File: src/rtl/core/mandelbrot_escape_time_core_macros.svh
// Assertion macros shared by the escape-time core.
`ifndef MANDELBROT_ESCAPE_TIME_CORE_MACROS_SVH
`define MANDELBROT_ESCAPE_TIME_CORE_MACROS_SVH

// Checked at every clock edge outside reset.
`define MET_ASSERT(lbl, prop, msg) \
  lbl: assert property (@(posedge clk_i) disable iff (!rst_ni) prop) \
    else $error(msg);

// Checked at every clock edge, reset included.
`define MET_ASSERT_ALWAYS(lbl, prop, msg) \
  lbl: assert property (@(posedge clk_i) prop) \
    else $error(msg);

`endif

File: src/rtl/core/met_pkg.sv
package met_pkg;

  localparam int FRAC_BITS = 28;

  localparam int COORD_W = 32;
  localparam int COUNT_W = 16;
  localparam int GRAY_W  = 8;

  // Operand width holds any value in [-2, 2]; product width holds exact squares.
  localparam int MUL_W  = FRAC_BITS + 3;
  localparam int PROD_W = 2 * MUL_W;
  // The iterate stays within +/-12 in the default format; the input itself needs 32 bits.
  localparam int Z_W    = (FRAC_BITS + 6 > COORD_W + 1) ? FRAC_BITS + 6 : COORD_W + 1;

  localparam int REM_W  = COUNT_W + GRAY_W;
  localparam int STEP_W = $clog2(GRAY_W);

  localparam logic [COUNT_W-1:0] MAX_ITER_RESET = COUNT_W'(1000);

  typedef struct packed {
    logic signed [COORD_W-1:0] point_real;
    logic signed [COORD_W-1:0] point_imag;
  } point_t;

  typedef struct packed {
    logic [COUNT_W-1:0] iteration_count;
    logic [GRAY_W-1:0]  gray_level;
  } result_t;

  typedef struct packed {
    logic               busy;
    logic               done;
    logic [COUNT_W-1:0] count;
  } iter_status_t;

  typedef struct packed {
    logic              busy;
    logic              valid;
    logic [GRAY_W-1:0] gray;
  } div_status_t;

endpackage

File: src/rtl/core/met_iter.sv
module met_iter (
  input  logic                   clk_i,
  input  logic                   rst_ni,
  input  logic                   start_i,
  input  met_pkg::point_t        point_i,
  input  logic [met_pkg::COUNT_W-1:0] limit_i,
  output met_pkg::iter_status_t  status_o
);

  localparam int F   = met_pkg::FRAC_BITS;
  localparam int MW  = met_pkg::MUL_W;
  localparam int PW  = met_pkg::PROD_W;
  localparam int ZW  = met_pkg::Z_W;
  localparam int CW  = met_pkg::COUNT_W;

  localparam logic signed [ZW-1:0] TWO     = ZW'(1) << (F + 1);
  localparam logic signed [ZW-1:0] NEG_TWO = -TWO;
  localparam logic signed [PW-1:0] FOUR    = PW'(1) << (2 * F + 2);

  typedef enum logic [5:0] {
    IT_IDLE  = 6'b000001,
    IT_CHECK = 6'b000010,
    IT_SQX   = 6'b000100,
    IT_SQY   = 6'b001000,
    IT_XY    = 6'b010000,
    IT_UPD   = 6'b100000
  } iter_state_e;

  iter_state_e state_q, state_d;

  logic signed [ZW-1:0] x_q, y_q, cx_q, cy_q;
  logic signed [PW-1:0] xx_q, yy_q, xy_q, diff_q;
  logic [CW-1:0]        count_q;

  logic signed [MW-1:0] mul_a, mul_b;
  logic signed [PW-1:0] prod;
  logic signed [PW-1:0] mag_sum;
  logic signed [ZW-1:0] next_x, next_y;
  logic                 out_of_range;
  logic                 at_limit;
  logic                 escaped;
  logic                 done;

  assign out_of_range = (x_q > TWO) || (x_q < NEG_TWO) || (y_q > TWO) || (y_q < NEG_TWO);
  assign at_limit     = count_q >= limit_i;

  always_comb begin
    unique case (state_q)
      IT_SQY: begin
        mul_a = $signed(y_q[MW-1:0]);
        mul_b = $signed(y_q[MW-1:0]);
      end
      IT_XY: begin
        mul_a = $signed(x_q[MW-1:0]);
        mul_b = $signed(y_q[MW-1:0]);
      end
      default: begin
        mul_a = $signed(x_q[MW-1:0]);
        mul_b = $signed(x_q[MW-1:0]);
      end
    endcase
  end

  assign prod    = mul_a * mul_b;
  assign mag_sum = xx_q + yy_q;
  assign escaped = mag_sum > FOUR;
  assign next_x  = ZW'(diff_q >>> F) + cx_q;
  assign next_y  = ZW'(xy_q >>> (F - 1)) + cy_q;

  always_comb begin
    state_d = state_q;
    done    = 1'b0;
    unique case (state_q)
      IT_IDLE: begin
        if (start_i) begin
          state_d = IT_CHECK;
        end
      end
      IT_CHECK: begin
        if (at_limit || out_of_range) begin
          done    = 1'b1;
          state_d = IT_IDLE;
        end else begin
          state_d = IT_SQX;
        end
      end
      IT_SQX: state_d = IT_SQY;
      IT_SQY: state_d = IT_XY;
      IT_XY: begin
        if (escaped) begin
          done    = 1'b1;
          state_d = IT_IDLE;
        end else begin
          state_d = IT_UPD;
        end
      end
      IT_UPD:  state_d = IT_CHECK;
      default: state_d = IT_IDLE;
    endcase
  end

  always_ff @(posedge clk_i or negedge rst_ni) begin
    if (!rst_ni) begin
      state_q <= IT_IDLE;
    end else begin
      state_q <= state_d;
    end
  end

  always_ff @(posedge clk_i) begin
    if (state_q == IT_IDLE && start_i) begin
      cx_q    <= ZW'(point_i.point_real);
      cy_q    <= ZW'(point_i.point_imag);
      x_q     <= ZW'(point_i.point_real);
      y_q     <= ZW'(point_i.point_imag);
      count_q <= '0;
    end
    if (state_q == IT_SQX) begin
      xx_q <= prod;
    end
    if (state_q == IT_SQY) begin
      yy_q <= prod;
    end
    if (state_q == IT_XY) begin
      xy_q   <= prod;
      diff_q <= xx_q - yy_q;
    end
    if (state_q == IT_UPD) begin
      x_q     <= next_x;
      y_q     <= next_y;
      count_q <= count_q + CW'(1);
    end
  end

  assign status_o.busy  = state_q != IT_IDLE;
  assign status_o.done  = done;
  assign status_o.count = count_q;

endmodule

File: src/rtl/core/met_div.sv
module met_div (
  input  logic                        clk_i,
  input  logic                        rst_ni,
  input  logic                        start_i,
  input  logic [met_pkg::COUNT_W-1:0] count_i,
  input  logic [met_pkg::COUNT_W-1:0] limit_i,
  input  logic                        ack_i,
  output met_pkg::div_status_t        status_o
);

  localparam int CW = met_pkg::COUNT_W;
  localparam int GW = met_pkg::GRAY_W;
  localparam int RW = met_pkg::REM_W;
  localparam int SW = met_pkg::STEP_W;

  typedef enum logic [2:0] {
    DV_IDLE = 3'b001,
    DV_RUN  = 3'b010,
    DV_HOLD = 3'b100
  } div_state_e;

  div_state_e state_q, state_d;

  logic [RW-1:0] rem_q;
  logic [GW-1:0] quot_q;
  logic [SW-1:0] step_q;

  logic [RW-1:0] div_sh;
  logic          fits;

  assign div_sh = RW'(limit_i) << step_q;
  assign fits   = rem_q >= div_sh;

  always_comb begin
    state_d = state_q;
    unique case (state_q)
      DV_IDLE: begin
        if (start_i) begin
          state_d = (limit_i == '0) ? DV_HOLD : DV_RUN;
        end
      end
      DV_RUN: begin
        if (step_q == '0) begin
          state_d = DV_HOLD;
        end
      end
      DV_HOLD: begin
        if (ack_i) begin
          state_d = DV_IDLE;
        end
      end
      default: state_d = DV_IDLE;
    endcase
  end

  always_ff @(posedge clk_i or negedge rst_ni) begin
    if (!rst_ni) begin
      state_q <= DV_IDLE;
    end else begin
      state_q <= state_d;
    end
  end

  // The dividend is 255 times the count, formed as a shift and a subtract.
  always_ff @(posedge clk_i) begin
    if (state_q == DV_IDLE && start_i) begin
      rem_q  <= {count_i, {GW{1'b0}}} - RW'(count_i);
      quot_q <= '0;
      step_q <= SW'(GW - 1);
    end
    if (state_q == DV_RUN) begin
      if (fits) begin
        rem_q <= rem_q - div_sh;
      end
      quot_q <= {quot_q[GW-2:0], fits};
      step_q <= step_q - SW'(1);
    end
  end

  assign status_o.busy  = state_q != DV_IDLE;
  assign status_o.valid = state_q == DV_HOLD;
  assign status_o.gray  = quot_q;

endmodule

File: src/rtl/core/mandelbrot_escape_time_core.sv
// Each iteration of z passes through a range test, x*x, y*y, x*y and an update; the run
// ends on a final range test or a final magnitude test, then the gray level is divided
// out bit by bit and the result moves into the output register. When the limit is 0 the
// division is skipped. One multiplier forms x*x, y*y and x*y in turn, and a point is
// taken only after the previous result has moved to the output register, which an output
// stall can delay. Reset clears all control state and sets max_iterations to 1000.
`include "mandelbrot_escape_time_core_macros.svh"

module mandelbrot_escape_time_core (
  input  logic                        clk_i,
  input  logic                        rst_ni,
  input  logic                        cfg_we_i,
  input  logic [met_pkg::COUNT_W-1:0] cfg_wdata_i,
  input  logic                        in_valid_i,
  output logic                        in_stall_o,
  input  met_pkg::point_t             in_data_i,
  output logic                        out_valid_o,
  input  logic                        out_stall_i,
  output met_pkg::result_t            out_data_o
);

  logic [met_pkg::COUNT_W-1:0] max_iter_q;
  logic                        out_valid_q, out_valid_d;
  met_pkg::result_t            out_data_q;
  logic [met_pkg::COUNT_W-1:0] count_hold_q;

  met_pkg::iter_status_t iter_st;
  met_pkg::div_status_t  div_st;

  logic in_xfer;
  logic capture;

  assign in_stall_o = iter_st.busy || div_st.busy;
  assign in_xfer    = in_valid_i && !in_stall_o;
  assign capture    = div_st.valid && (!out_valid_q || !out_stall_i);

  met_iter u_iter (
    .clk_i    (clk_i),
    .rst_ni   (rst_ni),
    .start_i  (in_xfer),
    .point_i  (in_data_i),
    .limit_i  (max_iter_q),
    .status_o (iter_st)
  );

  met_div u_div (
    .clk_i    (clk_i),
    .rst_ni   (rst_ni),
    .start_i  (iter_st.done),
    .count_i  (iter_st.count),
    .limit_i  (max_iter_q),
    .ack_i    (capture),
    .status_o (div_st)
  );

  always_comb begin
    out_valid_d = out_valid_q;
    if (capture) begin
      out_valid_d = 1'b1;
    end else if (!out_stall_i) begin
      out_valid_d = 1'b0;
    end
  end

  always_ff @(posedge clk_i or negedge rst_ni) begin
    if (!rst_ni) begin
      max_iter_q  <= met_pkg::MAX_ITER_RESET;
      out_valid_q <= 1'b0;
    end else begin
      if (cfg_we_i) begin
        max_iter_q <= cfg_wdata_i;
      end
      out_valid_q <= out_valid_d;
    end
  end

  // The count is held in count_hold_q until the result register takes it.
  always_ff @(posedge clk_i) begin
    if (capture) begin
      out_data_q.iteration_count <= count_hold_q;
      out_data_q.gray_level      <= div_st.gray;
    end
  end

  always_ff @(posedge clk_i) begin
    if (iter_st.done) begin
      count_hold_q <= iter_st.count;
    end
  end

  assign out_valid_o = out_valid_q;
  assign out_data_o  = out_data_q;

  `MET_ASSERT(a_units_exclusive, !(iter_st.busy && div_st.busy), "iteration and divide overlap")
  `MET_ASSERT(a_xfer_starts_iter, in_xfer |=> iter_st.busy, "accepted point did not start")
  `MET_ASSERT(a_count_in_limit, out_valid_o |-> (out_data_o.iteration_count <= max_iter_q), "count above limit")
  `MET_ASSERT_ALWAYS(a_reset_no_valid, !rst_ni |-> !out_valid_o, "result valid during reset")

endmodule
File: config.mk
export PLATFORM = sky130hd
export DESIGN_NAME = mandelbrot_escape_time_core
export DESIGN_NICKNAME = d
export VERILOG_FILES = /design/src/rtl/core/met_pkg.sv /design/src/rtl/core/met_iter.sv /design/src/rtl/core/met_div.sv /design/src/rtl/core/mandelbrot_escape_time_core.sv
export VERILOG_INCLUDE_DIRS = /design/src /design/src/rtl/core
export SDC_FILE = /design/constraint.sdc
export NUM_CORES = 2
export LEC_CHECK = 0
export BUFFER_PORTS_ARGS = -buffer_cell sky130_fd_sc_hd__buf_2
export CORE_MARGIN = 5
export CORE_UTILIZATION = 46
export DETAILED_ROUTE_END_ITERATION = 8
export PLACE_DENSITY = 0.58
export SYNTH_ARGS = -nofsm -noshare
export SYNTH_HDL_FRONTEND = slang
export SYNTH_SLANG_ARGS = --single-unit
export TNS_END_PERCENT = 1
File: constraint.sdc
create_clock -name clk_i -period 14.2 [get_ports clk_i]
set_input_delay 0.71 -clock clk_i [delete_from_list [all_inputs] [get_ports clk_i]]
set_output_delay 0.71 -clock clk_i [all_outputs]
set_load 0.005 [all_outputs]
---- Word-level counts from Yosys, hierarchy flattened ----
Index checks and enable logic that the tools add are counted.
cells by class
  add/subtract/negate cells ............... 8
  multiply operators ...................... 1
  divide/modulo/power cells ............... 0
  $lt $le $gt $ge ......................... 7
  equality and inequality tests ........... 16
  shifts and indexed selects .............. 1
  mux-type cells .......................... 29
  bitwise operators ....................... 0
  reductions and logical operators ........ 19
operators with widths
  cell                     number
  $mux W34                 4
  $mux W24                 3
  $add A34 B32 Y34         2
  $gt A34 B31 Y1 const B   2
  $lt A34 B30 Y1 const B   2
  $add A62 B62 Y62         1
  $gt A62 B60 Y1 const B   1
  $mul A31 B31 Y62         1
  $mux W31                 2
  $sub A62 B62 Y62         1
  $pmux W6 S6              1
  $mux W16                 2
  $ge A24 B24 Y1           1
  $shl A16 B3 Y24          1
  $sub A24 B16 Y24         1
  $sub A24 B24 Y24         1
  $mux W3                  7
  $add A16 B1 Y16 const B  1
  $ge A16 B16 Y1           1
  $logic_not A16 Y1        1
  $mux W8                  2
  $mux W6                  2
  $ne A2 B1 Y1 const B     5
  $pmux W3 S3              1
  21 further kinds         35
storage, ports and cells
  flip-flop bits (word level) ............. 496
  latch bits .............................. 0
  bits in writable memories ............... 0
  memory bits (read-only) ................. 0
  input port bits ......................... 85
  logic and storage cells ................. 100
  memories kept ........................... 0

---- Depth between registers and ports, before layout ----
  word-level depth ........................ 11
  gate-level depth with buffers ........... 40

---- Hierarchy ----
From an unflattened synthesis, not the netlist that was laid out.
unflattened totals
  cell total of the unflattened synthesis .. 6830
  area total of the unflattened synthesis .. 63626.0 µm²
modules (own cells, without submodules)
  module                       times used  cells an instance  area each (µm²)  seq. area each (µm²)
  met_iter                     1           6240               57649.0          10361.2
  met_div                      1           511                4065.1           887.1
  mandelbrot_escape_time_core  1           79                 1911.8           1634.1

---- Least setup slack after synthesis ----
Ideal clock, no wire load.
  path type ............................... reg-to-reg
  start point ............................. reg u_iter.state_q[3]
  end point ............................... reg u_iter.xx_q[60] (data pin)
  arrival time ............................ 10.782 ns
  required time ........................... 13.927 ns
  slack ................................... 3.146 ns
  stages on the path, launching flop included .. 38
  buffers on the path ..................... 3
  cell sequence ........................... dfrtp_1 > or2_2 > or4_1 > inv_1 > nor2_1 > clkbuf_1 > nand2_1 > nand2_1 > clkbuf_1 > nand2_1 > fa_1 > inv_1 > fa_1 > fa_1 > inv_1 > fa_1 > inv_1 > fa_1 > (+2 left out) > fa_1 > fa_1 > inv_1 > ha_1 > clkbuf_1 > a21o_1 > a21o_1 > a21o_1 > a21o_1 > a21o_1 > a2111o_1 > o21ai_0 > o21ai_0 > a211oi_1 > o21ai_0 > a221oi_1 > o21ai_0 > xor2_1
on the way
  cells in the longest elaborated chain, start to end .. 4
  elaborated cells between the ends (all ways) .. 6
  classes of those cells .................. 1 x mul; 2 x eq/ne; 2 x mux; 1 x reduce/logical
ends and longest elaborated chain
  item                                          line             RTL
  from (decl)                                   met_iter.sv:29   iter_state_e state_q, state_d;
  from (signal assigned)                        met_iter.sv:106  state_q <= state_d;
  $eq A6 B5 Y1 or $eq A6 B4 Y1 (tied branches)  met_iter.sv:48   unique case (state_q)
  $reduce_or A2 Y1 (no line)                    -
  $mux W31                                      met_iter.sv:48
  $mul A31 B31 Y62 *                            met_iter.sv:64   assign prod = mul_a * mul_b;
  net u_iter.prod[60]                           met_iter.sv:36   logic signed [PW-1:0] prod;
  to (signal assigned)                          met_iter.sv:119  xx_q <= prod;
  to (decl)                                     met_iter.sv:32   logic signed [PW-1:0] xx_q, yy_q, xy_q, diff_q;
Mark *: on every way through the listed nets, which the timed path passes. The rest lies on a longest branch.
A chain may end at the register's enable or synchronous reset.

---- Worst setup path after layout ----
  start point ............................. reg u_iter.state_q[3]
  end point ............................... reg u_iter.yy_q[60] (data pin)
on the way
  cells in the longest elaborated chain, start to end .. 4
  elaborated cells between the ends (all ways) .. 6
  classes of those cells .................. 1 x mul; 2 x eq/ne; 2 x mux; 1 x reduce/logical
ends and longest elaborated chain
  item                                          line             RTL
  $eq A6 B5 Y1 or $eq A6 B4 Y1 (tied branches)  met_iter.sv:48
  $reduce_or A2 Y1 (no line)                    -
  $mux W31                                      met_iter.sv:48
  $mul A31 B31 Y62 *                            met_iter.sv:64
  net u_iter.prod[60]                           met_iter.sv:36
  to (signal assigned)                          met_iter.sv:122  yy_q <= prod;
  to (decl)                                     met_iter.sv:32
Marks and branches as above.

==> metrics.md <==
| Metric | Value |
|---|---|
| Outcome | complete, no violations |
| Placement Setup Slack | about 2.0 ns |
| Synth unique cells | between 90 and 100 |
| Worst setup EP type | flop |
| Number of vias per cell | ~5.8 |
| IO Count | 111 |
| Post-synthesis instance total | 6664 |
| Pin count of the biggest net entering global routing | 77 |
| Cells on worst reg2reg path | 30 |
| CTS H-tree lvls | 2 |
| Root Driver | clkbuf_16 |
| CP Launch Type | flop |
| DR WL/cell | between 20 and 30 um |
| FF+latch count, synth | 441 |
| Die ar. | between 0.1 and 0.15 mm2 |
| Critical path class | flop to flop |
| Syn_area_per_cell | roughly 9.3 um2 |
| Largest family of logic cells by synthesized area | adder cells |
| Post-synth top flop | edfxtp_1 |
| Sum Neg Setup Slack | 0 ns |
| Final hold vios | 0 |
| Simple-gate share of the synthesized area | 0.144 |
| Post-synthesis compound-gate area fraction | 0.0981 |
| Rel. slew slack | 0.0961 |
| Min cycle time layout | roughly 12 ns |
| EDFF count, synth | between 300 and 400 |
| Slowest stage delay, CP | approximately 1.1 ns |
| Period utilization | 0.871 |
| P&R area growth vs syn | 7.68% |
| Most numerous cell in the Yosys netlist | inv_1 |
| Synth area leader | fa_1 |
| DR vias | about 49000 |
| DIE HEIGHT | about 380 um |
| CTS Sinks | roughly 440 |
| Max Clk Rate | around 80 MHz |
| Chip width | about 380 um |
| Max FO, Critical Path | 29 |
| Final WS setup | around 1.8 ns |
| CTS Buf Count | 52 |
| Crit path capture | u_iter.yy_q[60] |
| Synth Area in Adders | 0.415 |
| Final hold slack | 0.0955 ns |
| Max_cap viols | 0 |
| Crit-path slowest cell | mux2i_2 |
| Final setup viols | 0 |
| Worst Path Arrival | between 10 and 15 ns |
| Initial core utilization | 0.464 |
| WL final | 220000 um |
| RR Endpoint | u_iter.yy_q[60] |
| Setup bufs post-CTS | 0 |
| Layout cells sized above 1 | 0.0597 |
| Asr flop ratio synth | 0.0590 |
| Synthesized area | 0.0620 mm2 |
| Drt first pass iters | 7 |
| Post-cts resize count | 0 |
| Cts hold-fix bufs | 0 |
| Seq/Total Area, Yosys | 0.208 |
| Port bufs | 110 |
| Worst hold path class | primary input to asynchronous set/reset pin |
| Most instantiated cells after synthesis | inv_1 (1203), fa_1 (1022), nand2_1 (922) |
| Clk pin slew, worst setup/hold paths | 0.06 ns |
| R2r startpoint | u_iter.state_q[3] |
| Worst setup path start | u_iter.state_q[3] |
| Synth Net Count | between 8000 and 9000 |
| Iter 0 DRT Violations | roughly 4700 |
| Syn. warnings | 0 |
| Antenna violations before repair | 13 |
| Flop2flop setup slack | about 1.8 ns |
| Worst Max-Slew Pin Slew | roughly 1.3 ns |
| Final Wtd Congestion | around 1.0 |
| Post-synthesis mux area share | 0.0162 |
| Clock Skews | approximately 0.065 ns |
| Worst-skew pair later-pin latency | 0.67 ns |
| Top cells by area, synth | fa_1 (33%), edfxtp_1 (19%), ha_1 (8.5%), inv_1 (7.3%), nand2_1 (5.6%) |
| Vias in the first global route | roughly 51000 |
| TritonCTS clock tree | built |
| Sequential cell area | between 0.01 and 0.015 mm2 |
| WP data required | about 15 ns |
| Cell mode on critical path | fa_1 |
| Unrepaired setup endpoints after global routing | false |
| Clk buf depth | 3 |
| Site Rows | around 130 |
| Pins over their slew limit | 0 |
| DRC violations left | 0 |
| Final nets | about 8200 |
| Antenna-violating nets left | 0 |
| DP HPWL | between 150000 and 200000 um |
| Fillers | 12600 |
| Multi-input gate area | about 0.044 mm2 |
| XOR/XNOR share of the synthesized area | 0.0304 |
| Total track usage | 0.311 |
| First-pass GRT wire length | approximately 330000 um |
| Total gr overflow | 0 |
| Top-area cell type share of the netlist area | 0.330 |
| Core ar. | roughly 0.13 mm2 |
-- final cells by class --
class	instances	area share
clock inverter	41	0.00873
sequential	441	0.193
clock buffer	54	0.0196
tap	1768	0.0331
inverter	1208	0.0680
multi-input combinational	4766	0.656
antenna	2	0.0000749
timing repair buffer	229	0.0216
-- flip-flops by register name, summed over array words and instances (netlist names), 6 cells and up --
name	flops
count_hold_q	16
u_div.quot_q	8
u_iter.yy_q	62
u_iter.xy_q	34
u_div.rem_q	24
u_iter.diff_q	34
u_iter.count_q	16
u_iter.xx_q	62
max_iter_q	16
u_iter.x_q	34
u_iter.state_q	6
u_iter.y_q	34
u_iter.cy_q	32
out_data_o	24
u_iter.cx_q	32
-- layer usage --
metal,vias to the layer above,GRT usage,part of all wire
met5,-,0,0.00020
met4,6,0.156,0.064
met3,613,0.0529,0.084
met2,2394,0.507,0.46
met1,25000,0.402,0.39
li1,21500,-,-
-- layout by cell type (no fill, tap or decap), types with 50 or more instances in the layout --
| cell | n |
|---|---|
| buf_2 | 110 |
| nor2_1 | 694 |
| buf_4 | 119 |
| fa_1 | 1022 |
| mux2i_1 | 57 |
| nand2_1 | 920 |
| xnor2_1 | 144 |
| a21o_1 | 83 |
| ha_1 | 421 |
| edfxtp_1 | 391 |
| nand3_1 | 67 |
| nor4_1 | 73 |
| nor2b_1 | 50 |
| xor2_1 | 71 |
| inv_1 | 1201 |
| a21oi_1 | 248 |
| o21ai_0 | 210 |
| clkbuf_16 | 52 |
| nor3_1 | 66 |
-- worst min-delay path by stage --
stage / start / endpoint / depth (start not counted)
after floorplan: count_hold_q[2] / out_data_o[10] / 0
after global placement: u_div.quot_q[7] / out_data_o[7] / 0
after detailed placement: count_hold_q[2] / out_data_o[10] / 0
after CTS: rst_ni / max_iter_q[1] / 1
after global routing: rst_ni / max_iter_q[2] / 1
final: rst_ni / max_iter_q[13] / 1
-- worst max-delay path, delay by kind of cell (launching register included) --
family,cells,cell delay (ns)
adder cells (fa/ha/maj),9,4.37
multiplexers,1,1.08
AO/OA/AOI/OAI,12,3.61
XOR/XNOR,1,0.18
flip-flops,1,0.42
AND/OR/NAND/NOR,4,1.91
buffers and inverters,3,0.56
-- kinds of logic after synthesis --
logic type,Yosys count
compound gates,928
xor+xnor,215
fa+ha+maj,1443
buf+inv,1457
flops,441
mux,91
simple gates,2089
-- through the flow --
stage / cell area (um2) / std cells / util
floorplan: 62000 / 6664 / -
global placement: 64900 / 8412 / 0.485
detailed placement: 64900 / 8412 / 0.485
CTS: 66800 / 8507 / 0.499
global route: 66800 / 8507 / 0.499
finish: 66800 / 8509 / 0.499
Power is not shown: default switching activity piles up to over one toggle a cycle in this logic, so the estimate is an artifact.
